$ cat config.mk
export PLATFORM = sky130hd
export DESIGN_NAME = ascii_frame_speed_parser_core_flat
export DESIGN_NICKNAME = d
export VERILOG_FILES = /design/src/hw/rtl/afsp_pkg.sv /design/src/hw/rtl/afsp_if.sv /design/src/hw/rtl/ascii_frame_speed_parser_core.sv /design/src/hw/rtl/afsp_cfg.sv /design/src/hw/rtl/afsp_frame.sv /design/src/flat_wrapper.sv
export SDC_FILE = /design/constraint.sdc
export NUM_CORES = 1
export LEC_CHECK = 0
export ABC_AREA = 1
export BUFFER_PORTS_ARGS = -buffer_cell sky130_fd_sc_hd__buf_4
export CAP_MARGIN = 20
export CORE_MARGIN = 4
export CORE_UTILIZATION = 50
export CTS_CLUSTER_DIAMETER = 60
export CTS_CLUSTER_SIZE = 30
export DETAILED_ROUTE_END_ITERATION = 10
export PLACE_DENSITY = 0.71
export REMOVE_ABC_BUFFERS = 1
export SLEW_MARGIN = 20
export SYNTH_ARGS = -nofsm -noshare
export SYNTH_HDL_FRONTEND = slang
export SYNTH_SLANG_ARGS = --single-unit
$ cat constraint.sdc
create_clock -name clk -period 5.95 [get_ports clk]
set_input_delay 0.595 -clock clk [delete_from_list [all_inputs] [get_ports clk]]
set_output_delay 0.595 -clock clk [all_outputs]
set_load 0.05 [all_outputs]
$ cat src/hw/rtl/afsp_pkg.sv
// Shared constants, types and helpers of the ASCII frame speed parser.
package afsp_pkg;

  localparam int FRAME_LENGTH = 15;
  localparam int POS_W        = 4;
  localparam int ADDR_W       = 3;
  localparam int DATA_W       = 32;

  typedef logic [POS_W-1:0] pos_t;

  // Byte positions within a frame
  localparam pos_t POS_START    = POS_W'(0);
  localparam pos_t POS_ADDR_HI  = POS_W'(1);
  localparam pos_t POS_ADDR_LO  = POS_W'(2);
  localparam pos_t POS_FUNC_HI  = POS_W'(3);
  localparam pos_t POS_FUNC_LO  = POS_W'(4);
  localparam pos_t POS_REG_HI   = POS_W'(5);
  localparam pos_t POS_REG_LO   = POS_W'(6);
  localparam pos_t POS_SIGN     = POS_W'(7);
  localparam pos_t POS_DATA_HI  = POS_W'(8);
  localparam pos_t POS_DATA_MID = POS_W'(9);
  localparam pos_t POS_DATA_LO  = POS_W'(10);
  localparam pos_t POS_LRC_HI   = POS_W'(11);
  localparam pos_t POS_LRC_LO   = POS_W'(12);
  localparam pos_t POS_CR       = POS_W'(13);
  localparam pos_t POS_LF       = POS_W'(FRAME_LENGTH - 1);

  localparam logic [7:0] CHAR_COLON = 8'h3A;
  localparam logic [7:0] CHAR_MINUS = 8'h2D;
  localparam logic [7:0] CHAR_CR    = 8'h0D;
  localparam logic [7:0] CHAR_LF    = 8'h0A;
  localparam logic [7:0] CHAR_NINE  = 8'h39;

  localparam logic [7:0]  FUNC_WRITE_REG = 8'h06;
  localparam logic [7:0]  REG_SPEED      = 8'h20;
  localparam logic [10:0] DATA_CLAMP     = 11'h500;
  localparam logic [11:0] SPEED_MUL      = 12'd3331;
  localparam int          SPEED_SHIFT    = 13;
  localparam int          PROD_W         = 23;

  localparam logic [15:0] OWN_ADDR_RESET = 16'h4432;
  localparam logic        REG_OWN_ADDR   = 1'b0;

  typedef enum logic [2:0] {
    ST_OK    = 3'd0,
    ST_DELIM = 3'd1,
    ST_ADDR  = 3'd2,
    ST_LRC   = 3'd3,
    ST_CODE  = 3'd4
  } status_t;

  typedef struct packed {
    logic signed [10:0] speed_hundredths;
    logic [2:0]         frame_status;
  } result_t;

  // Hex character to digit; letters A to O land at 10..24
  function automatic logic [4:0] hex_digit(input logic [7:0] c);
    logic [4:0] d;
    begin
      d = {1'b0, c[3:0]};
      if (c > CHAR_NINE) begin
        d = d + 5'd9;
      end
      return d;
    end
  endfunction

endpackage

$ cat src/hw/rtl/afsp_if.sv
// Valid/ready channel interfaces for received bytes and parse results.
interface afsp_in_if;
  logic       valid;
  logic       ready;
  logic [7:0] rx_byte;
  logic       frame_restart;

  modport source (output valid, output rx_byte, output frame_restart, input ready);
  modport sink   (input valid, input rx_byte, input frame_restart, output ready);
endinterface

interface afsp_out_if;
  logic               valid;
  logic               ready;
  logic signed [10:0] speed_hundredths;
  logic [2:0]         frame_status;

  modport source (output valid, output speed_hundredths, output frame_status, input ready);
  modport sink   (input valid, input speed_hundredths, input frame_status, output ready);
endinterface

$ cat src/hw/rtl/ascii_frame_speed_parser_core.sv
// Top level of the ASCII frame speed parser: byte input, result output, APB registers.
//
//  channel | dir | payload                               | handshake
//  --------+-----+---------------------------------------+-----------------
//  in_ch   | in  | rx_byte[7:0], frame_restart           | valid / ready
//  out_ch  | out | speed_hundredths[10:0] s, frame_status| valid / ready
//  APB     | in  | own_address_chars at byte address 0   | psel/penable, pready=1
//
// One word per cycle sustained: a byte is held in the input register, then
// the frame decode updates its state as the byte leaves that register.
// The line-feed byte's result is captured in the output register at the same edge
// that byte leaves the input register, so out_ch.valid rises once the last byte
// has passed through the input register.
// Non-final bytes keep flowing while a result waits on out_ch; only a final byte
// stalls behind an untaken result. Synchronous active-low reset clears position,
// sums and fields to zero and the address register to 'D','2'.
module ascii_frame_speed_parser_core (
  input  logic                        clk,
  input  logic                        rst_n,
  afsp_in_if.sink                     in_ch,
  afsp_out_if.source                  out_ch,
  input  logic                        psel,
  input  logic                        penable,
  input  logic                        pwrite,
  input  logic [afsp_pkg::ADDR_W-1:0] paddr,
  input  logic [afsp_pkg::DATA_W-1:0] pwdata,
  output logic [afsp_pkg::DATA_W-1:0] prdata,
  output logic                        pready
);

  // Input register
  logic       s1_valid_r;
  logic [7:0] s1_byte_r;
  logic       s1_restart_r;

  // Output register
  logic              out_valid_r;
  afsp_pkg::result_t out_result_r;

  logic              s1_adv;
  logic              in_fire;
  logic              is_last;
  logic [15:0]       own_addr;
  afsp_pkg::result_t frame_result;

  afsp_cfg u_cfg (
    .clk      (clk),
    .rst_n    (rst_n),
    .psel     (psel),
    .penable  (penable),
    .pwrite   (pwrite),
    .paddr    (paddr),
    .pwdata   (pwdata),
    .prdata   (prdata),
    .pready   (pready),
    .own_addr (own_addr)
  );

  afsp_frame u_frame (
    .clk           (clk),
    .rst_n         (rst_n),
    .step          (s1_adv),
    .rx_byte       (s1_byte_r),
    .frame_restart (s1_restart_r),
    .own_addr      (own_addr),
    .is_last       (is_last),
    .result        (frame_result)
  );

  // Advance the held word unless it is a final byte and the result slot is still full
  assign s1_adv      = s1_valid_r && (!is_last || !out_valid_r || out_ch.ready);
  assign in_ch.ready = !s1_valid_r || s1_adv;
  assign in_fire     = in_ch.valid && in_ch.ready;

  always_ff @(posedge clk) begin
    if (!rst_n) begin
      s1_valid_r <= 1'b0;
    end else if (in_ch.ready) begin
      s1_valid_r <= in_ch.valid;
    end
  end

  // Capture payload on accept; no reset needed
  always_ff @(posedge clk) begin
    if (in_fire) begin
      s1_byte_r    <= in_ch.rx_byte;
      s1_restart_r <= in_ch.frame_restart;
    end
  end

  always_ff @(posedge clk) begin
    if (!rst_n) begin
      out_valid_r <= 1'b0;
    end else if (s1_adv && is_last) begin
      out_valid_r <= 1'b1;
    end else if (out_ch.ready) begin
      out_valid_r <= 1'b0;
    end
  end

  always_ff @(posedge clk) begin
    if (s1_adv && is_last) begin
      out_result_r <= frame_result;
    end
  end

  assign out_ch.valid            = out_valid_r;
  assign out_ch.speed_hundredths = out_result_r.speed_hundredths;
  assign out_ch.frame_status     = out_result_r.frame_status;

  // A failed frame never carries a speed
  assert property (@(posedge clk) disable iff (!rst_n)
    (out_valid_r && (out_result_r.frame_status != afsp_pkg::ST_OK))
      |-> (out_result_r.speed_hundredths == 11'sd0))
    else $error("nonzero speed on failed frame");

  // Status stays within the defined codes
  assert property (@(posedge clk) disable iff (!rst_n)
    out_valid_r |-> (out_result_r.frame_status <= afsp_pkg::ST_CODE))
    else $error("undefined frame status");

  // A new result only follows a final byte leaving the input register
  assert property (@(posedge clk) disable iff (!rst_n)
    $rose(out_valid_r) |-> $past(s1_valid_r && is_last))
    else $error("result without final byte");

  // Speed magnitude bounded by the clamp
  assert property (@(posedge clk) disable iff (!rst_n)
    out_valid_r |-> ((out_result_r.speed_hundredths <= 11'sd520) &&
                     (out_result_r.speed_hundredths >= -11'sd520)))
    else $error("speed out of range");

endmodule

$ cat src/hw/rtl/afsp_cfg.sv
// APB register file holding the own-address characters.
module afsp_cfg (
  input  logic                         clk,
  input  logic                         rst_n,
  input  logic                         psel,
  input  logic                         penable,
  input  logic                         pwrite,
  input  logic [afsp_pkg::ADDR_W-1:0]  paddr,
  input  logic [afsp_pkg::DATA_W-1:0]  pwdata,
  output logic [afsp_pkg::DATA_W-1:0]  prdata,
  output logic                         pready,
  output logic [15:0]                  own_addr
);

  logic [15:0] own_addr_r;
  logic        sel_own;

  assign sel_own  = (paddr[2] == afsp_pkg::REG_OWN_ADDR);
  assign pready   = 1'b1;
  assign own_addr = own_addr_r;
  assign prdata   = sel_own ? {16'h0000, own_addr_r} : '0;

  always_ff @(posedge clk) begin
    if (!rst_n) begin
      own_addr_r <= afsp_pkg::OWN_ADDR_RESET;
    end else if (psel && penable && pwrite && sel_own) begin
      own_addr_r <= pwdata[15:0];
    end
  end

endmodule

$ cat src/hw/rtl/afsp_frame.sv
// Frame position, field decode, LRC accumulation and final verdict.
module afsp_frame (
  input  logic                clk,
  input  logic                rst_n,
  input  logic                step,
  input  logic [7:0]          rx_byte,
  input  logic                frame_restart,
  input  logic [15:0]         own_addr,
  output logic                is_last,
  output afsp_pkg::result_t   result
);

  afsp_pkg::pos_t pos_r, pos_nxt, pos;
  logic [7:0]  lrc_r, lrc_nxt;
  logic        start_ok_r, start_ok_nxt;
  logic        addr_match_r, addr_match_nxt;
  logic [7:0]  func_r, func_nxt;
  logic [7:0]  reg_r, reg_nxt;
  logic        neg_r, neg_nxt;
  logic [11:0] data_r, data_nxt;
  logic [7:0]  rlrc_r, rlrc_nxt;
  logic        cr_ok_r, cr_ok_nxt;

  logic [4:0]                     d;
  logic [10:0]                    clamped;
  logic [afsp_pkg::PROD_W-1:0]    prod;
  logic [9:0]                     mag;
  afsp_pkg::status_t              status;

  assign d   = afsp_pkg::hex_digit(rx_byte);
  assign pos = (frame_restart || (pos_r >= afsp_pkg::POS_W'(afsp_pkg::FRAME_LENGTH)))
               ? afsp_pkg::POS_START : pos_r;
  assign is_last = (pos == afsp_pkg::POS_LF);

  always_comb begin
    lrc_nxt        = lrc_r;
    start_ok_nxt   = start_ok_r;
    addr_match_nxt = addr_match_r;
    func_nxt       = func_r;
    reg_nxt        = reg_r;
    neg_nxt        = neg_r;
    data_nxt       = data_r;
    rlrc_nxt       = rlrc_r;
    cr_ok_nxt      = cr_ok_r;
    pos_nxt        = is_last ? afsp_pkg::POS_START : pos + afsp_pkg::POS_W'(1);

    if (pos == afsp_pkg::POS_START) begin
      lrc_nxt = rx_byte;
    end else if (pos <= afsp_pkg::POS_DATA_LO) begin
      lrc_nxt = lrc_r + rx_byte;
    end

    case (pos)
      afsp_pkg::POS_START:    start_ok_nxt   = (rx_byte == afsp_pkg::CHAR_COLON);
      afsp_pkg::POS_ADDR_HI:  addr_match_nxt = (rx_byte == own_addr[15:8]);
      afsp_pkg::POS_ADDR_LO:  addr_match_nxt = addr_match_r && (rx_byte == own_addr[7:0]);
      afsp_pkg::POS_FUNC_HI:  func_nxt = d[4] ? 8'hFF : {d[3:0], 4'h0};
      afsp_pkg::POS_FUNC_LO:  func_nxt = func_r | {3'b000, d};
      afsp_pkg::POS_REG_HI:   reg_nxt  = d[4] ? 8'hFF : {d[3:0], 4'h0};
      afsp_pkg::POS_REG_LO:   reg_nxt  = reg_r | {3'b000, d};
      afsp_pkg::POS_SIGN:     neg_nxt  = (rx_byte == afsp_pkg::CHAR_MINUS);
      afsp_pkg::POS_DATA_HI:  data_nxt = d[4] ? 12'hFFF : {d[3:0], 8'h00};
      afsp_pkg::POS_DATA_MID: data_nxt = data_r | {3'b000, d, 4'h0};
      afsp_pkg::POS_DATA_LO:  data_nxt = data_r | {7'b0000000, d};
      afsp_pkg::POS_LRC_HI:   rlrc_nxt = {d[3:0], 4'h0};
      afsp_pkg::POS_LRC_LO:   rlrc_nxt = rlrc_r | {3'b000, d};
      afsp_pkg::POS_CR:       cr_ok_nxt = (rx_byte == afsp_pkg::CHAR_CR);
      default: ;
    endcase
  end

  // Verdict on the line-feed byte; nothing but the LF byte itself changes then
  always_comb begin
    if (!(start_ok_r && cr_ok_r && (rx_byte == afsp_pkg::CHAR_LF))) begin
      status = afsp_pkg::ST_DELIM;
    end else if (!addr_match_r) begin
      status = afsp_pkg::ST_ADDR;
    end else if ((8'd0 - lrc_r) != rlrc_r) begin
      status = afsp_pkg::ST_LRC;
    end else if ((func_r != afsp_pkg::FUNC_WRITE_REG) || (reg_r != afsp_pkg::REG_SPEED)) begin
      status = afsp_pkg::ST_CODE;
    end else begin
      status = afsp_pkg::ST_OK;
    end
  end

  assign clamped = (data_r > {1'b0, afsp_pkg::DATA_CLAMP}) ? afsp_pkg::DATA_CLAMP
                   : data_r[10:0];
  assign prod    = afsp_pkg::PROD_W'(clamped) * afsp_pkg::PROD_W'(afsp_pkg::SPEED_MUL);
  assign mag     = prod[afsp_pkg::PROD_W-1:afsp_pkg::SPEED_SHIFT];

  always_comb begin
    result.frame_status = status;
    if (status != afsp_pkg::ST_OK) begin
      result.speed_hundredths = '0;
    end else if (neg_r) begin
      result.speed_hundredths = 11'sd0 - $signed({1'b0, mag});
    end else begin
      result.speed_hundredths = $signed({1'b0, mag});
    end
  end

  always_ff @(posedge clk) begin
    if (!rst_n) begin
      pos_r        <= afsp_pkg::POS_START;
      lrc_r        <= '0;
      start_ok_r   <= 1'b0;
      addr_match_r <= 1'b0;
      func_r       <= '0;
      reg_r        <= '0;
      neg_r        <= 1'b0;
      data_r       <= '0;
      rlrc_r       <= '0;
      cr_ok_r      <= 1'b0;
    end else if (step) begin
      pos_r        <= pos_nxt;
      lrc_r        <= lrc_nxt;
      start_ok_r   <= start_ok_nxt;
      addr_match_r <= addr_match_nxt;
      func_r       <= func_nxt;
      reg_r        <= reg_nxt;
      neg_r        <= neg_nxt;
      data_r       <= data_nxt;
      rlrc_r       <= rlrc_nxt;
      cr_ok_r      <= cr_ok_nxt;
    end
  end

endmodule

$ cat src/flat_wrapper.sv
// flat-port wrapper written by rule: the top's interface ports become plain ports
module ascii_frame_speed_parser_core_flat 
  (clk, rst_n, psel, penable, pwrite, paddr, pwdata, prdata, pready, in_ch_valid, in_ch_rx_byte, in_ch_frame_restart, in_ch_ready, out_ch_valid, out_ch_speed_hundredths, out_ch_frame_status, out_ch_ready);
  afsp_in_if in_ch_i ();
  afsp_out_if out_ch_i ();
  input  logic clk;
  input  logic rst_n;
  input  logic psel;
  input  logic penable;
  input  logic pwrite;
  input  logic [afsp_pkg::ADDR_W-1:0] paddr;
  input  logic [afsp_pkg::DATA_W-1:0] pwdata;
  output logic [afsp_pkg::DATA_W-1:0] prdata;
  output logic pready;
  input wire logic [$bits(in_ch_i.valid)-1:0] in_ch_valid;
  input wire logic [$bits(in_ch_i.rx_byte)-1:0] in_ch_rx_byte;
  input wire logic [$bits(in_ch_i.frame_restart)-1:0] in_ch_frame_restart;
  output wire logic [$bits(in_ch_i.ready)-1:0] in_ch_ready;
  output wire logic [$bits(out_ch_i.valid)-1:0] out_ch_valid;
  output wire logic [$bits(out_ch_i.speed_hundredths)-1:0] out_ch_speed_hundredths;
  output wire logic [$bits(out_ch_i.frame_status)-1:0] out_ch_frame_status;
  input wire logic [$bits(out_ch_i.ready)-1:0] out_ch_ready;
  assign in_ch_i.valid = in_ch_valid;
  assign in_ch_i.rx_byte = in_ch_rx_byte;
  assign in_ch_i.frame_restart = in_ch_frame_restart;
  assign in_ch_ready = in_ch_i.ready;
  assign out_ch_valid = out_ch_i.valid;
  assign out_ch_speed_hundredths = out_ch_i.speed_hundredths;
  assign out_ch_frame_status = out_ch_i.frame_status;
  assign out_ch_i.ready = out_ch_ready;
  ascii_frame_speed_parser_core u_core (.clk(clk), .rst_n(rst_n), .in_ch(in_ch_i), .out_ch(out_ch_i), .psel(psel), .penable(penable), .pwrite(pwrite), .paddr(paddr), .pwdata(pwdata), .prdata(prdata), .pready(pready));
endmodule
After elaboration in Yosys (flattened, before gate mapping)
Cells that the tools add are included.
Operators by class
  add/sub/neg operators: 5
  $mul: 1
  magnitude comparators: 4
  equality and inequality tests: 23
  mux-type cells: 21
  bitwise logic cells: 7
  reductions and logical operators: 36
Operators with widths (count)
  8-bit one-hot mux with 2 select lines: 3
  12-bit one-hot mux with 3 select lines: 1
  4-bit equality test, second input constant: 7
  8-bit 2-to-1 mux: 3
  8-bit by 5-bit OR with 8-bit output: 3
  11-bit by 12-bit multiplier with 23-bit output, second input constant: 1
  2-bit AND reduction: 9
  4-bit by 3-bit equality test with 1-bit output, second input constant: 4
  8-bit by 4-bit equality test with 1-bit output, second input constant: 2
  8-bit by 6-bit equality test with 1-bit output, second input constant: 2
  8-bit equality test: 2
  16-bit 2-to-1 mux: 1
  12-bit by 11-bit greater-than comparator with 1-bit output, second input constant: 1
  12-bit 2-to-1 mux: 1
  3-bit 2-to-1 mux: 4
  12-bit by 5-bit OR with 12-bit output: 1
  12-bit by 9-bit OR with 12-bit output: 1
  2-bit nonzero test: 6
  11-bit 2-to-1 mux: 1
  1-bit by 10-bit subtractor with 11-bit output, first input constant: 1
  10-bit 2-to-1 mux: 1
  1-bit logical AND: 9
  8-bit adder: 1
  4-bit by 2-bit equality test with 1-bit output, second input constant: 2
  20 further kinds: 30
Word-level totals
  register bits after elaboration: 93
  input port bits: 51
  output and inout port bits: 49
  logic and storage cells: 115

Depth between registers and ports, before layout
Gate-level depths: netlist (run 1).
  depth in word-level cells: 10
  mapped depth: 32

By module
Synthesis (run 1) repeated with hierarchy kept, for this count alone.
Unflattened totals
  cell total of the unflattened synthesis: 1116
  area, all modules: 7768.7 um2
Modules (own cells, without submodules)
  afsp_frame: times used 1, cells each 923, area each 5969.5 um2, sequential area each 1041.0 um2
  afsp_cfg: times used 1, cells each 152, area each 989.7 um2, sequential area each 320.3 um2
  ascii_frame_speed_parser_core: times used 1, cells each 41, area each 809.5 um2, sequential area each 730.7 um2

Least setup slack after synthesis (run 1)
Ideal clock, no wire load.
  path type: register to register
  start point: reg u_core.u_frame.data_r[8]
  end point: reg u_core.out_result_r (netlist bit u_core.out_ch.speed_hundredths[10]), data pin
  library setup time: 0.257 ns
  arrival time: 4.779 ns
  required time: 5.693 ns
  path slack: 0.914 ns
  stages on the path, launching flop included: 32
  buffers on the path: 0
  clock period less this slack: 5.036 ns
  path through: dfxtp_1 > inv_1 > nor4_1 > nand3_1 > nand2_1 > clkinv_1 > nor2_1 > inv_1 > ha_1 > inv_1 > ha_1 > inv_1 > fa_1 > inv_1 > fa_1 > fa_1 > ha_1 > nand2_1 > nor2_1 > nor2_1 > nand2_1 > inv_1 > nand2_1 > nand2_1 > nand2_1 > inv_1 > ha_1 > nand2_1 > nor2_1 > nand3_1 > nor3_1 > nor2_1
On the way
  longest elaborated chain between the ends: 4
RTL lines
  start, declared: RTL line afsp_frame.sv:20  | logic [11:0] data_r, data_nxt;
  start signal, assigned: RTL line afsp_frame.sv:123  | data_r <= data_nxt;
  12-bit by 11-bit greater-than comparator with 1-bit output: RTL line afsp_frame.sv:87  | assign clamped = (data_r > {1'b0, afsp_pkg::DATA_CLAMP}) ? afsp_pkg::DATA_CLAMP
  11-bit 2-to-1 mux *: RTL line afsp_frame.sv:87
  11-bit by 12-bit multiplier with 23-bit output *: RTL line afsp_frame.sv:89  | assign prod = afsp_pkg::PROD_W'(clamped) * afsp_pkg::PROD_W'(afsp_pkg::SPEED_MUL);
  1-bit by 10-bit subtractor with 11-bit output *: RTL line afsp_frame.sv:97  | result.speed_hundredths = 11'sd0 - $signed({1'b0, mag});
  end signal, assigned: RTL line ascii_frame_speed_parser_core.sv:103  | out_result_r <= frame_result;
  end, declared: RTL line ascii_frame_speed_parser_core.sv:38  | afsp_pkg::result_t out_result_r;
Mark *: on every way between the ends. The rest lies on a longest branch, timed or not.
A chain may end at the register's enable or synchronous reset.

Worst setup path in the final report (run 1)
Same ends and word-level chain as after synthesis.

==> flow_metrics.py, run 1 <==
metrics = {
    "clock_tree": {
        "clkLatencyLatePin_ns": 0.35,
        "post_cts.repair.setup_buffers": 0,
        "htreeDepth": 3,
        "path_clk_slew_ns": 0.07,
        "tritoncts": "done",
        "cts_sinks": 93,
        "root_buffer": "clkbuf_16",
        "max-clock-path-buffers": 2,
        "hold_buffers": 0,
        "cts_buffers": 9,
    },
    "yosys": {
        "synth_area_mm2": 0.00765,
        "synth.top_cell.area_share_pct": 18.3,
        "seq_area_frac_synth_pct": 27.3,
        "ys_warn_count": 0,
        "synth_edf_count": 23,
        "synth_seq_cells": 93,
        "synth_top_cells_by_area": "dfxtp_1, ha_1, nand2_1",
        "synthFlopType": "dfxtp_1",
        "syn-mean-instance-area_um2": 7.05,
        "synth_top_area_cell": "dfxtp_1",
        "synth.distinct_cells": 51,
        "synthArstFlopShare_pct": 0,
        "syn_inst": 1086,
    },
    "worst_setup_path": {
        "rrSetupSlack_ns": 0.62,
        "reg2reg_depth": 31,
        "worstPathRequired_ns": 6.05,
        "rr_endpoint": "u_core.out_ch.speed_hundredths[10]",
        "cp_max_fo": 9,
        "cp-start-kind": "flop",
        "critPathMaxStageDelay_ns": 0.48,
        "worstReg2RegStart": "u_core.u_frame.data_r[8]",
        "end_kind": "flop",
        "path_class": "reg -> reg",
        "slowest_stage": "fa_1",
        "critical_path_arrival_ns": 5.43,
    },
    "detailed_routing": {
        "routed_wl_mm": 17.9,
        "routed_via_density": 5.14,
        "ant_nets": 0,
        "wl_per_cell_um": 13.5,
        "vias": 6840,
        "drtIter0Drc": 440,
        "firstDrtPassIters": 5,
        "drc": 0,
    },
    "pwr": {
        "powerDensity_mw_per_mm2": 175,
        "switching_power_mw": 0.458,
        "p_comb_share_pct": 16.1,
        "seqPwrFrac_pct": 46.0,
        "swShare_pct": 30.7,
        "leakagePower_nw": 4.39,
        "ir_worst_vdd_v": 0.000182,
        "p_int_mw": 1.03,
        "pwr-share-clk_pct": 37.9,
    },
    "flow_run": {
        "max-cap-violations": 0,
    },
    "sta": {
        "relSlewSlack_pct": 52.6,
        "hold_viol_final": 0,
        "setup_viol": 0,
        "period_needed_ns": 5.33,
        "rsz0062_at_grt": "no",
        "finalSetupTns_ns": 0,
        "setup_slack_ns": 0.624,
        "worst_slew_pin_slew_ns": 0.710,
        "drv_slew": 0,
        "min_period_over_period_pct": 89.5,
        "fin_worst_skew_ns": 0.00731,
        "fmax_mhz": 188,
    },
    "floorplanning": {
        "dieArea_mm2": 0.0174,
        "ios": 100,
        "rows": 44,
        "core_mm2": 0.0148,
        "die-height_um": 132,
        "start_util_pct": 51.9,
        "die_x_um": 132,
    },
    "global_routing": {
        "grt_overflow": 0,
        "antenna_found_initial": 0,
        "grt_pass1_vias": 6494,
        "grt_pass1_wl_mm": 30.4,
        "grt_util_met3_pct": 3.55,
        "grt.busiest_layer": "met2",
        "track_usage_pct": 20.9,
        "grt_max_degree": 45,
        "groute.layer.met1.usage_pct": 29.0,
        "grtUsageMet2_pct": 34.1,
    },
    "finish": {
        "drive_gt1_share_pct": 11.4,
        "finalNetCount": 1292,
        "area_growth_pct": 11.2,
        "diodes": 0,
    },
    "worst_hold_path": {
        "min_path_type": "in -> reg",
        "min_from": "in_ch_rx_byte[0]",
        "min_to": "u_core.s1_byte_r[0]",
        "min_delay_path_depth": 1,
    },
    "placed_design": {
        "io_buffer_count": 64,
        "pre_cts_ws_ns": 0.493,
        "place_hpwl_mm": 14.5,
        "gp_congestion": 1.01,
    },
    "status": {
        "status": "completed",
    },
}
worst max path at each step:
stage	startpoint	end	slack (ns)	depth (start not counted)
final	u_core.u_frame.data_r[8]	u_core.out_ch.speed_hundredths[10]	0.62	31
after global routing	u_core.u_frame.data_r[8]	u_core.out_ch.speed_hundredths[10]	0.1	30
after CTS	u_core.u_frame.data_r[8]	u_core.out_ch.speed_hundredths[10]	0.46	31
after global placement	u_core.u_frame.data_r[8]	u_core.out_ch.speed_hundredths[10]	0.63	31
after detailed placement	u_core.u_frame.data_r[8]	u_core.out_ch.speed_hundredths[10]	0.49	31
after floorplan	u_core.u_frame.data_r[8]	u_core.out_ch.speed_hundredths[10]	0.91	31
power groups by stage:
stage               combinational [mW]  clock (mW)  sequential (mW)
floorplan                        0.175           0            0.691
CTS                              0.239       0.571            0.686
detailed placement               0.237           0            0.700
finish                           0.240       0.565            0.686
global route                     0.266       0.595            0.688
global placement                 0.235           0            0.700
flip-flops by register name, summed over array words and instances, names as in the netlist:
name                            count
u_core.u_cfg.own_addr              16
u_core.u_frame.data_r              12
u_core.out_ch.speed_hundredths     11
u_core.s1_byte_r                    8
u_core.u_frame.func_r               8
u_core.u_frame.lrc_r                8
u_core.u_frame.reg_r                8
u_core.u_frame.rlrc_r               8
u_core.u_frame.pos_r                4
u_core.out_ch.frame_status          3
u_core.out_ch.valid                 1
u_core.s1_restart_r                 1
u_core.s1_valid_r                   1
u_core.u_frame.addr_match_r         1
u_core.u_frame.cr_ok_r              1
u_core.u_frame.neg_r                1
u_core.u_frame.start_ok_r           1
critical path, delay by kind of cell (launching register included):
kind / cells / cell delay, ns
DFF: 1 / 0.37
adders and majority gates: 7 / 2.39
buffers and inverters: 8 / 0.56
and+or+nand+nor: 16 / 1.75
repair_timing:
item | in CTS | in global routing
resized for setup | 0 | 2
endpoints found under the setup margin | 0 | 2
hold endpoints to repair | 0 | 0
kinds of logic after synthesis:
| logic type | count (synthesis) | share of synthesized area [%] |
|---|---|---|
| and+or+nand+nor | 448 | 25.9 |
| buffers and inverters | 237 | 12.7 |
| AOI/OAI and AO/OA | 183 | 13.4 |
| adders and majority gates | 99 | 17.6 |
| DFF | 93 | 27.3 |
| xor gates and xnor gates | 24 | 2.94 |
| other | 2 | 0.0981 |
layout by cell type, fill, tap and decap left out, types with 23 or more instances in the layout:
cell type / Yosys / layout
nand2_1: 233 / 233
inv_1: 191 / 191
nor2_1: 107 / 106
ha_1: 85 / 85
a21oi_1: 79 / 79
dfxtp_1: 70 / 70
buf_4: 17 / 65
o21ai_0: 57 / 57
nand3_1: 40 / 40
edfxtp_1: 23 / 23
through the flow:
step                instance area (um2)  hold slack [ns]  cells  total power [mW]  utilization (%)
floorplan                          7500            0.423   1066             0.866                -
global placement                   8210            0.437   1315             0.935             55.7
detailed placement                 8210            0.449   1315             0.938             55.7
CTS                                8510            0.408   1331              1.50             57.7
global route                       8510            0.405   1331              1.55             57.7
finish                             8510            0.414   1331              1.49             57.7
metal layers:
layer | part of all wire [%] | vias up
met5 | 0 | -
met1 | 49 | 3104
met4 | 1.5 | 0
met2 | 45 | 154
li1 | - | 3556
met3 | 4.6 | 26
synth_stat cells (3+ instances only):
library cell  instances
a211oi_1              3
a21oi_1              79
and2_1                4
buf_2                 4
buf_4                17
clkbuf_1             12
dfxtp_1              70
edfxtp_1             23
fa_1                 14
ha_1                 85
inv_1               191
inv_2                10
nand2_1             233
nand2_2               4
nand2_4               3
nand3_1              40
nand3b_1              7
nand4_1              11
nor2_1              107
nor2_2                8
nor2_4                7
nor3_1                9
nor4_1                7
o211ai_1              9
o21ai_0              57
o21ai_1              14
o21ai_2               5
o21bai_1              3
xnor2_1              14
xor2_1                8
final cells by class:
class	instances	area, um2
clock buffer	9	225
multi-input combinational	771	4650
timing repair buffer	65	488
tap	184	230
fill	1421	6240
inverter	202	758
sequential	93	2090
clock inverter	7	68.8
Power figures use the tool's default switching activity.
==> inputs of run 2 (changes only) <==
--- a/config.mk
+++ b/config.mk
@@ -5,7 +5,6 @@
 export SDC_FILE = /design/constraint.sdc
 export NUM_CORES = 1
 export LEC_CHECK = 0
-export ABC_AREA = 1
 export BUFFER_PORTS_ARGS = -buffer_cell sky130_fd_sc_hd__buf_4
 export CAP_MARGIN = 20
 export CORE_MARGIN = 4
==> run 2 against run 1 <==
  * Flip-flop and latch count did not move
  * Largest power group unchanged
  * Count of clock-buffer cells in the layout did not move
  * Clock power rose by 1%
  * Design area fell by 6.7%
  * Core utilization rose by 1.3 points
  * Non-clock buffer count rose by 8
  * Die area fell by 8.6%
  * Synthesized cell count fell by 24%
  * Sequential power barely moved
  * Power fell by 2.1%
==> flow_metrics.py, run 2 <==
metrics = {
    "sta": {
        "period_needed_ns": 5.63,
        "min_period_over_period_pct": 94.6,
        "drv_slew": 0,
        "worst_slew_pin_slew_ns": 0.768,
        "setup_viol": 0,
        "fmax_mhz": 178,
        "rsz0062_at_grt": "no",
        "hold_viol_final": 0,
        "finalSetupTns_ns": 0,
        "fin_worst_skew_ns": 0.00692,
        "relSlewSlack_pct": 48.4,
    },
    "worst_setup_path": {
        "cp_num_buf_inv": 4,
        "cp_top_family": "adder cells",
        "cp-start-kind": "flop",
        "path_class": "reg -> reg",
        "critical_path_arrival_ns": 5.71,
        "critPathMaxStageDelay_ns": 0.47,
        "worstReg2RegStart": "u_core.u_frame.data_r[3]",
        "worstPathRequired_ns": 6.04,
        "cp_max_fo": 6,
        "slowest_stage": "fa_1",
        "path_cells": "nor4_2, nand2_1, a21o_1, a21oi_2, nand2_1, ha_1, inv_1, ha_1, inv_1, fa_1, inv_1, fa_1, fa_1, ha_1, buf_4, and2_1, a21boi_2, o2bb2ai_1, a311oi_2, xnor2_2, or2_4, o41ai_4, xor2_1, nor2_1",
        "end_kind": "flop",
        "rr_endpoint": "u_core.out_ch.speed_hundredths[9]",
        "reg2reg_depth": 24,
        "rrSetupSlack_ns": 0.32,
    },
    "clock_tree": {
        "hold_buffers": 0,
        "htreeDepth": 3,
        "root_buffer": "clkbuf_16",
        "tritoncts": "done",
        "path_clk_slew_ns": 0.07,
        "cts_sinks": 93,
        "cts_buffers": 9,
        "max-clock-path-buffers": 2,
        "clkLatencyLatePin_ns": 0.35,
    },
    "yosys": {
        "synthArstFlopShare_pct": 0,
        "synth_area_mm2": 0.00695,
        "synth.top_cell.area_share_pct": 20.2,
        "synthFlopType": "dfxtp_1",
        "syn-mean-instance-area_um2": 8.45,
        "synth_fa_ha_area_share_pct": 19.3,
        "synth.area.mux_share_pct": 1.01,
        "synth_compound_area_share_pct": 15.2,
        "synth_top_cells_by_area": "dfxtp_1, ha_1, edfxtp_1",
        "synth_top_area_cell": "dfxtp_1",
        "seq_area_frac_synth_pct": 30.1,
        "synth_seq_cells": 93,
        "ys_warn_count": 0,
        "synth_top_family_by_area": "simple AND/OR/NAND/NOR gates",
        "yosys-top-cells-count": "nand2_1, ha_1, nor2_1",
        "synth.distinct_cells": 71,
        "synth_most_common_cell": "nand2_1",
        "synthSimpleGateAreaFrac_pct": 20.6,
        "syn_inst": 823,
        "synth_xor_area_share_pct": 6.68,
        "synth_edf_count": 23,
    },
    "detailed_routing": {
        "firstDrtPassIters": 4,
        "ant_nets": 0,
        "drtIter0Drc": 282,
        "vias": 5765,
        "drc": 0,
        "routed_wl_mm": 15.9,
        "wl_per_cell_um": 15.1,
        "routed_via_density": 5.47,
    },
    "finish": {
        "nFillCells": 1231,
        "mostFrequentLayoutCell": "nand2_1",
        "diodes": 0,
        "largest_reg_flops": 16,
        "area_growth_pct": 14.2,
        "finalNetCount": 1023,
        "drive_gt1_share_pct": 14.2,
        "final_cell_mix": "nand2_1, ha_1, nor2_1",
        "fin_cells": 1054,
    },
    "global_routing": {
        "track_usage_pct": 20.1,
        "grt_pass1_wl_mm": 26.6,
        "antenna_found_initial": 0,
        "grt_overflow": 0,
        "grt_max_degree": 42,
        "grt_pass1_vias": 5562,
    },
    "floorplanning": {
        "die_x_um": 126,
        "ios": 100,
        "dieArea_mm2": 0.0159,
        "start_util_pct": 51.7,
        "die-height_um": 126,
        "rows": 42,
        "core_mm2": 0.0135,
    },
    "status": {
        "status": "completed",
    },
    "placed_design": {
        "io_buffer_count": 64,
        "place_hpwl_mm": 12.3,
        "gp_congestion": 0.876,
        "placed_cells": 1037,
    },
    "worst_hold_path": {
        "min_from": "in_ch_rx_byte[6]",
        "min_to": "u_core.s1_byte_r[6]",
        "min_delay_path_depth": 1,
        "min_path_type": "in -> reg",
    },
    "flow_run": {
        "max-cap-violations": 0,
    },
    "pwr": {
        "leakagePower_nw": 3.76,
        "ir_worst_vdd_v": 0.000252,
        "powerDensity_mw_per_mm2": 184,
    },
}
## run 2: worst max path at each step
stage	startpoint	endpoint	slack, ns	cells after the start
3_3_place_gp	u_core.u_frame.data_r[2]	u_core.out_ch.speed_hundredths[9]	0.19	23
5_1_grt	u_core.u_frame.data_r[2]	u_core.out_ch.speed_hundredths[7]	0.02	23
3_5_place_dp	u_core.u_frame.data_r[2]	u_core.out_ch.speed_hundredths[9]	0.15	23
6_report	u_core.u_frame.data_r[3]	u_core.out_ch.speed_hundredths[9]	0.32	24
2_1_floorplan	u_core.u_frame.data_r[3]	u_core.out_ch.speed_hundredths[9]	0.30	23
4_1_cts	u_core.u_frame.data_r[2]	u_core.out_ch.speed_hundredths[9]	0.11	23
## run 2: cell type report
type                       instances  area, um2  area share [%]
multi-input combinational        634       4540            57.2
inverter                          62        233            2.93
timing repair buffer              73        548            6.90
clock buffer                       9        225            2.84
sequential                        93       2090            26.4
tap                              176        220            2.77
clock inverter                     7       76.3           0.962
## run 2: repair_timing
item	in CTS	in global routing
endpoints found under the setup margin	0	6
gates resized for setup	0	28
buffers inserted	0	1
## run 2: per-stage QoR
stage / total power, mW / hold WS, ns / setup WS [ns] / area (um2) / util (%)
2_1_floorplan: 0.836 / 0.437 / 0.297 / 6760 / -
3_3_place_gp: 0.898 / 0.450 / 0.190 / 7520 / 55.9
3_5_place_dp: 0.900 / 0.458 / 0.152 / 7520 / 55.9
4_1_cts: 1.47 / 0.412 / 0.114 / 7820 / 58.1
5_1_grt: 1.52 / 0.412 / 0.0241 / 7940 / 59.0
6_report: 1.46 / 0.421 / 0.322 / 7940 / 59.0
## run 2: cells by family after synthesis
kind of cell | count (synthesis)
muxes | 7
adders and majority gates | 99
DFF | 93
AOI/OAI and AO/OA | 161
and+or+nand+nor | 297
buffers and inverters | 111
other | 2
xor gates and xnor gates | 53
## run 2: where the power goes
| part | total [mW] | switching [mW] | leakage [nW] | internal (mW) |
|---|---|---|---|---|
| logic | 0.200 | 0.127 | 2.81 | 0.0731 |
| clock network | 0.573 | 0.273 | 0.149 | 0.300 |
| registers | 0.687 | 0.0282 | 0.802 | 0.658 |
## run 2: metal layers
layer	vias to the layer above	part of all wire [%]	GRT usage [%]
met5	-	0	0
met4	0	1.4	4.35
met3	21	4.6	3.56
met2	133	48	34.9
met1	2691	46	26.3
li1	2920	-	-
==> inputs of run 3 (changes only) <==
--- a/config.mk
+++ b/config.mk
@@ -14,7 +14,9 @@
 export DETAILED_ROUTE_END_ITERATION = 10
 export PLACE_DENSITY = 0.71
 export REMOVE_ABC_BUFFERS = 1
+export SKIP_CTS_REPAIR_TIMING = 1
 export SLEW_MARGIN = 20
 export SYNTH_ARGS = -nofsm -noshare
 export SYNTH_HDL_FRONTEND = slang
+export SYNTH_HIERARCHICAL = 1
 export SYNTH_SLANG_ARGS = --single-unit
==> run 3 against run 2 <==
  * Core utilization decreased by 1.6 points
  * Worst hold slack lost 0.0039 ns
  * Power down 1.9%
  * Synthesized area rose by 4.9%
  * Clock skew is 0.00067 ns lower
  * Clock power fell by 6.5%
  * Global-route usage shrank 0.33 points
  * Critical endpoint is now u_core/out_ch.speed_hundredths[9]
  * Largest power group unchanged
==> flow_metrics.py, run 3 <==
metrics = {
    "worst_setup_path": {
        "path_class": "reg -> reg",
        "cp_max_fo": 9,
        "end_kind": "flop",
        "path_cells": "nor4_1, nand2_1, a21o_1, a21oi_1, buf_4, and2_1, ha_1, ha_1, ha_1, inv_1, fa_1, inv_1, ha_1, ha_1, nand2_1, o21a_1, o21ai_0, a311o_1, xor2_1, o41ai_2, xor2_1, nor2_1",
        "crit_top_cell": "ha_1",
        "worstReg2RegStart": "u_core/u_frame/data_r[0]",
        "reg2reg_depth": 22,
        "rrSetupSlack_ns": 0.43,
        "critical_path_arrival_ns": 5.60,
        "critPathMaxStageDelay_ns": 0.53,
        "worstPathRequired_ns": 6.04,
        "slowest_stage": "fa_1",
        "cp-start-kind": "flop",
        "rr_endpoint": "u_core/out_ch.speed_hundredths[9]",
    },
    "global_routing": {
        "grt_pass1_wl_mm": 26.5,
        "grt_max_degree": 72,
        "track_usage_pct": 19.8,
        "grt_overflow": 0,
        "grt_pass1_vias": 5462,
        "antenna_found_initial": 0,
    },
    "yosys": {
        "ys_warn_count": 6,
        "synth.distinct_cells": 78,
        "yosys-top-cells-count": "nand2_1, ha_1, nor2_1",
        "synth_area_mm2": 0.00730,
        "synth_seq_cells": 93,
        "synth_most_common_cell": "nand2_1",
        "synth_top_cells_by_area": "dfxtp_1, ha_1, edfxtp_1",
        "syn_inst": 832,
        "synth.top_cell.area_share_pct": 19.2,
        "synth_edf_count": 23,
        "synthArstFlopShare_pct": 0,
        "synthFlopType": "dfxtp_1",
        "synth_top_area_cell": "dfxtp_1",
        "seq_area_frac_synth_pct": 28.7,
        "syn-mean-instance-area_um2": 8.77,
    },
    "floorplanning": {
        "ios": 100,
        "die_x_um": 129,
        "start_util_pct": 51.8,
        "dieArea_mm2": 0.0166,
        "die-height_um": 129,
        "core_mm2": 0.0141,
        "rows": 43,
    },
    "sta": {
        "fin_worst_skew_ns": 0.00625,
        "rsz0062_at_grt": "no",
        "relSlewSlack_pct": 31.1,
        "setup_viol": 0,
        "worst_slew_pin_slew_ns": 1.03,
        "finalSetupTns_ns": 0,
        "setup_slack_ns": 0.432,
        "min_period_over_period_pct": 92.7,
        "fmax_mhz": 181,
        "drv_slew": 0,
        "hold_viol_final": 0,
        "period_needed_ns": 5.52,
    },
    "finish": {
        "largest_reg_flops": 16,
        "diodes": 0,
        "multi_input_area_mm2": 0.00474,
        "nFillCells": 1278,
        "final_cell_mix": "nand2_1, ha_1, nor2_1",
        "mostFrequentLayoutCell": "nand2_1",
        "drive_gt1_share_pct": 13.7,
        "fin_util_pct": 57.4,
        "finalNetCount": 1027,
        "layout.area.seq_mm2": 0.00209,
        "area_growth_pct": 10.8,
    },
    "status": {
        "status": "completed",
    },
    "detailed_routing": {
        "drc": 0,
        "wl_per_cell_um": 15.0,
        "routed_via_density": 5.49,
        "vias": 5837,
        "firstDrtPassIters": 5,
        "ant_nets": 0,
        "drtIter0Drc": 413,
        "routed_wl_mm": 16.0,
    },
    "placed_design": {
        "pre_cts_ws_ns": 0.469,
        "io_buffer_count": 64,
        "place_hpwl_mm": 12.4,
        "gp_congestion": 0.916,
    },
    "clock_tree": {
        "root_buffer": "clkbuf_16",
        "cts_buffers": 9,
        "cts_sinks": 93,
        "htreeDepth": 3,
        "tritoncts": "done",
        "path_clk_slew_ns": 0.07,
        "clkLatencyLatePin_ns": 0.35,
        "max-clock-path-buffers": 2,
    },
    "flow_run": {
        "max-cap-violations": 0,
    },
    "worst_hold_path": {
        "min_delay_path_depth": 1,
        "min_from": "in_ch_rx_byte[6]",
        "min_to": "u_core/s1_byte_r[6]",
        "min_path_type": "in -> reg",
    },
    "pwr": {
        "leakagePower_nw": 4.03,
        "ir_worst_vdd_v": 0.000181,
        "powerDensity_mw_per_mm2": 177,
    },
}
==> run 3: layout make-up <==
class | count | area share, %
clock inverters | 7 | 0.634
flip-flops and latches | 93 | 25.9
inverters | 61 | 2.83
clock buffers | 9 | 2.79
multi-input cells | 644 | 58.6
well taps | 180 | 2.79
repair buffers | 70 | 6.50
==> run 3: worst max-delay path: cells and delay by family (launching register included) <==
| family | cells | cell delay (ns) |
|---|---|---|
| xor+xnor | 2 | 0.38 |
| simple gates | 5 | 0.85 |
| compound gates | 6 | 1.32 |
| flops | 1 | 0.32 |
| fa+ha+maj | 6 | 2.10 |
| buf+inv | 3 | 0.28 |
==> run 3: worst max-delay path by stage <==
stage / from / endpoint / slack [ns] / cells past startpoint
after detailed placement: u_core/u_frame/data_r[0] / u_core/out_ch.speed_hundredths[9] / 0.47 / 22
after floorplan: u_core/u_frame/data_r[0] / u_core/out_ch.speed_hundredths[9] / 0.78 / 21
final: u_core/u_frame/data_r[0] / u_core/out_ch.speed_hundredths[9] / 0.43 / 22
after CTS: u_core/u_frame/data_r[0] / u_core/out_ch.speed_hundredths[9] / 0.43 / 22
after global routing: u_core/u_frame/data_r[1] / u_core/out_ch.speed_hundredths[9] / 0.03 / 22
after global placement: u_core/u_frame/data_r[0] / u_core/out_ch.speed_hundredths[9] / 0.49 / 22
==> run 3: metrics by stage <==
step                power [mW]  hold slack [ns]  instances  area (um2)
global placement         0.904            0.454       1048        7790
global route              1.49            0.402       1064        8090
detailed placement       0.908            0.463       1048        7790
CTS                       1.44            0.406       1064        8070
floorplan                0.840            0.429        798        7040
finish                    1.43            0.417       1064        8090
==> run 3: cell families (layout without fill, tap and decap cells) <==
family          count (synthesis)  count (layout)  synth area share [%]
compound gates                161             161                  15.9
buf+inv                       110             147                  7.37
xor+xnor                       51              51                  6.58
simple gates                  297             297                  20.5
flops                          93              93                  28.7
fa+ha+maj                      97              97                  18.1
mux                            21              21                  2.88
other cells                     2              17                 0.103
==> run 3: metal layers <==
metal	part of all wire (%)	GRT usage (%)	vias to the layer above	wire [um]
met5	0	0	-	0
met4	1.9	5.99	0	307
met3	6.4	4.82	22	1030
met2	44	30.7	176	7080
met1	47	27.3	2699	7590
li1	-	-	2940	-
==> run 3: power by group <==
| part | leakage [nW] | switching (mW) | total, mW | internal (mW) |
|---|---|---|---|---|
| Combinational | 3.08 | 0.129 | 0.206 | 0.0775 |
| Sequential | 0.818 | 0.0306 | 0.689 | 0.659 |
| Clock | 0.132 | 0.252 | 0.536 | 0.284 |
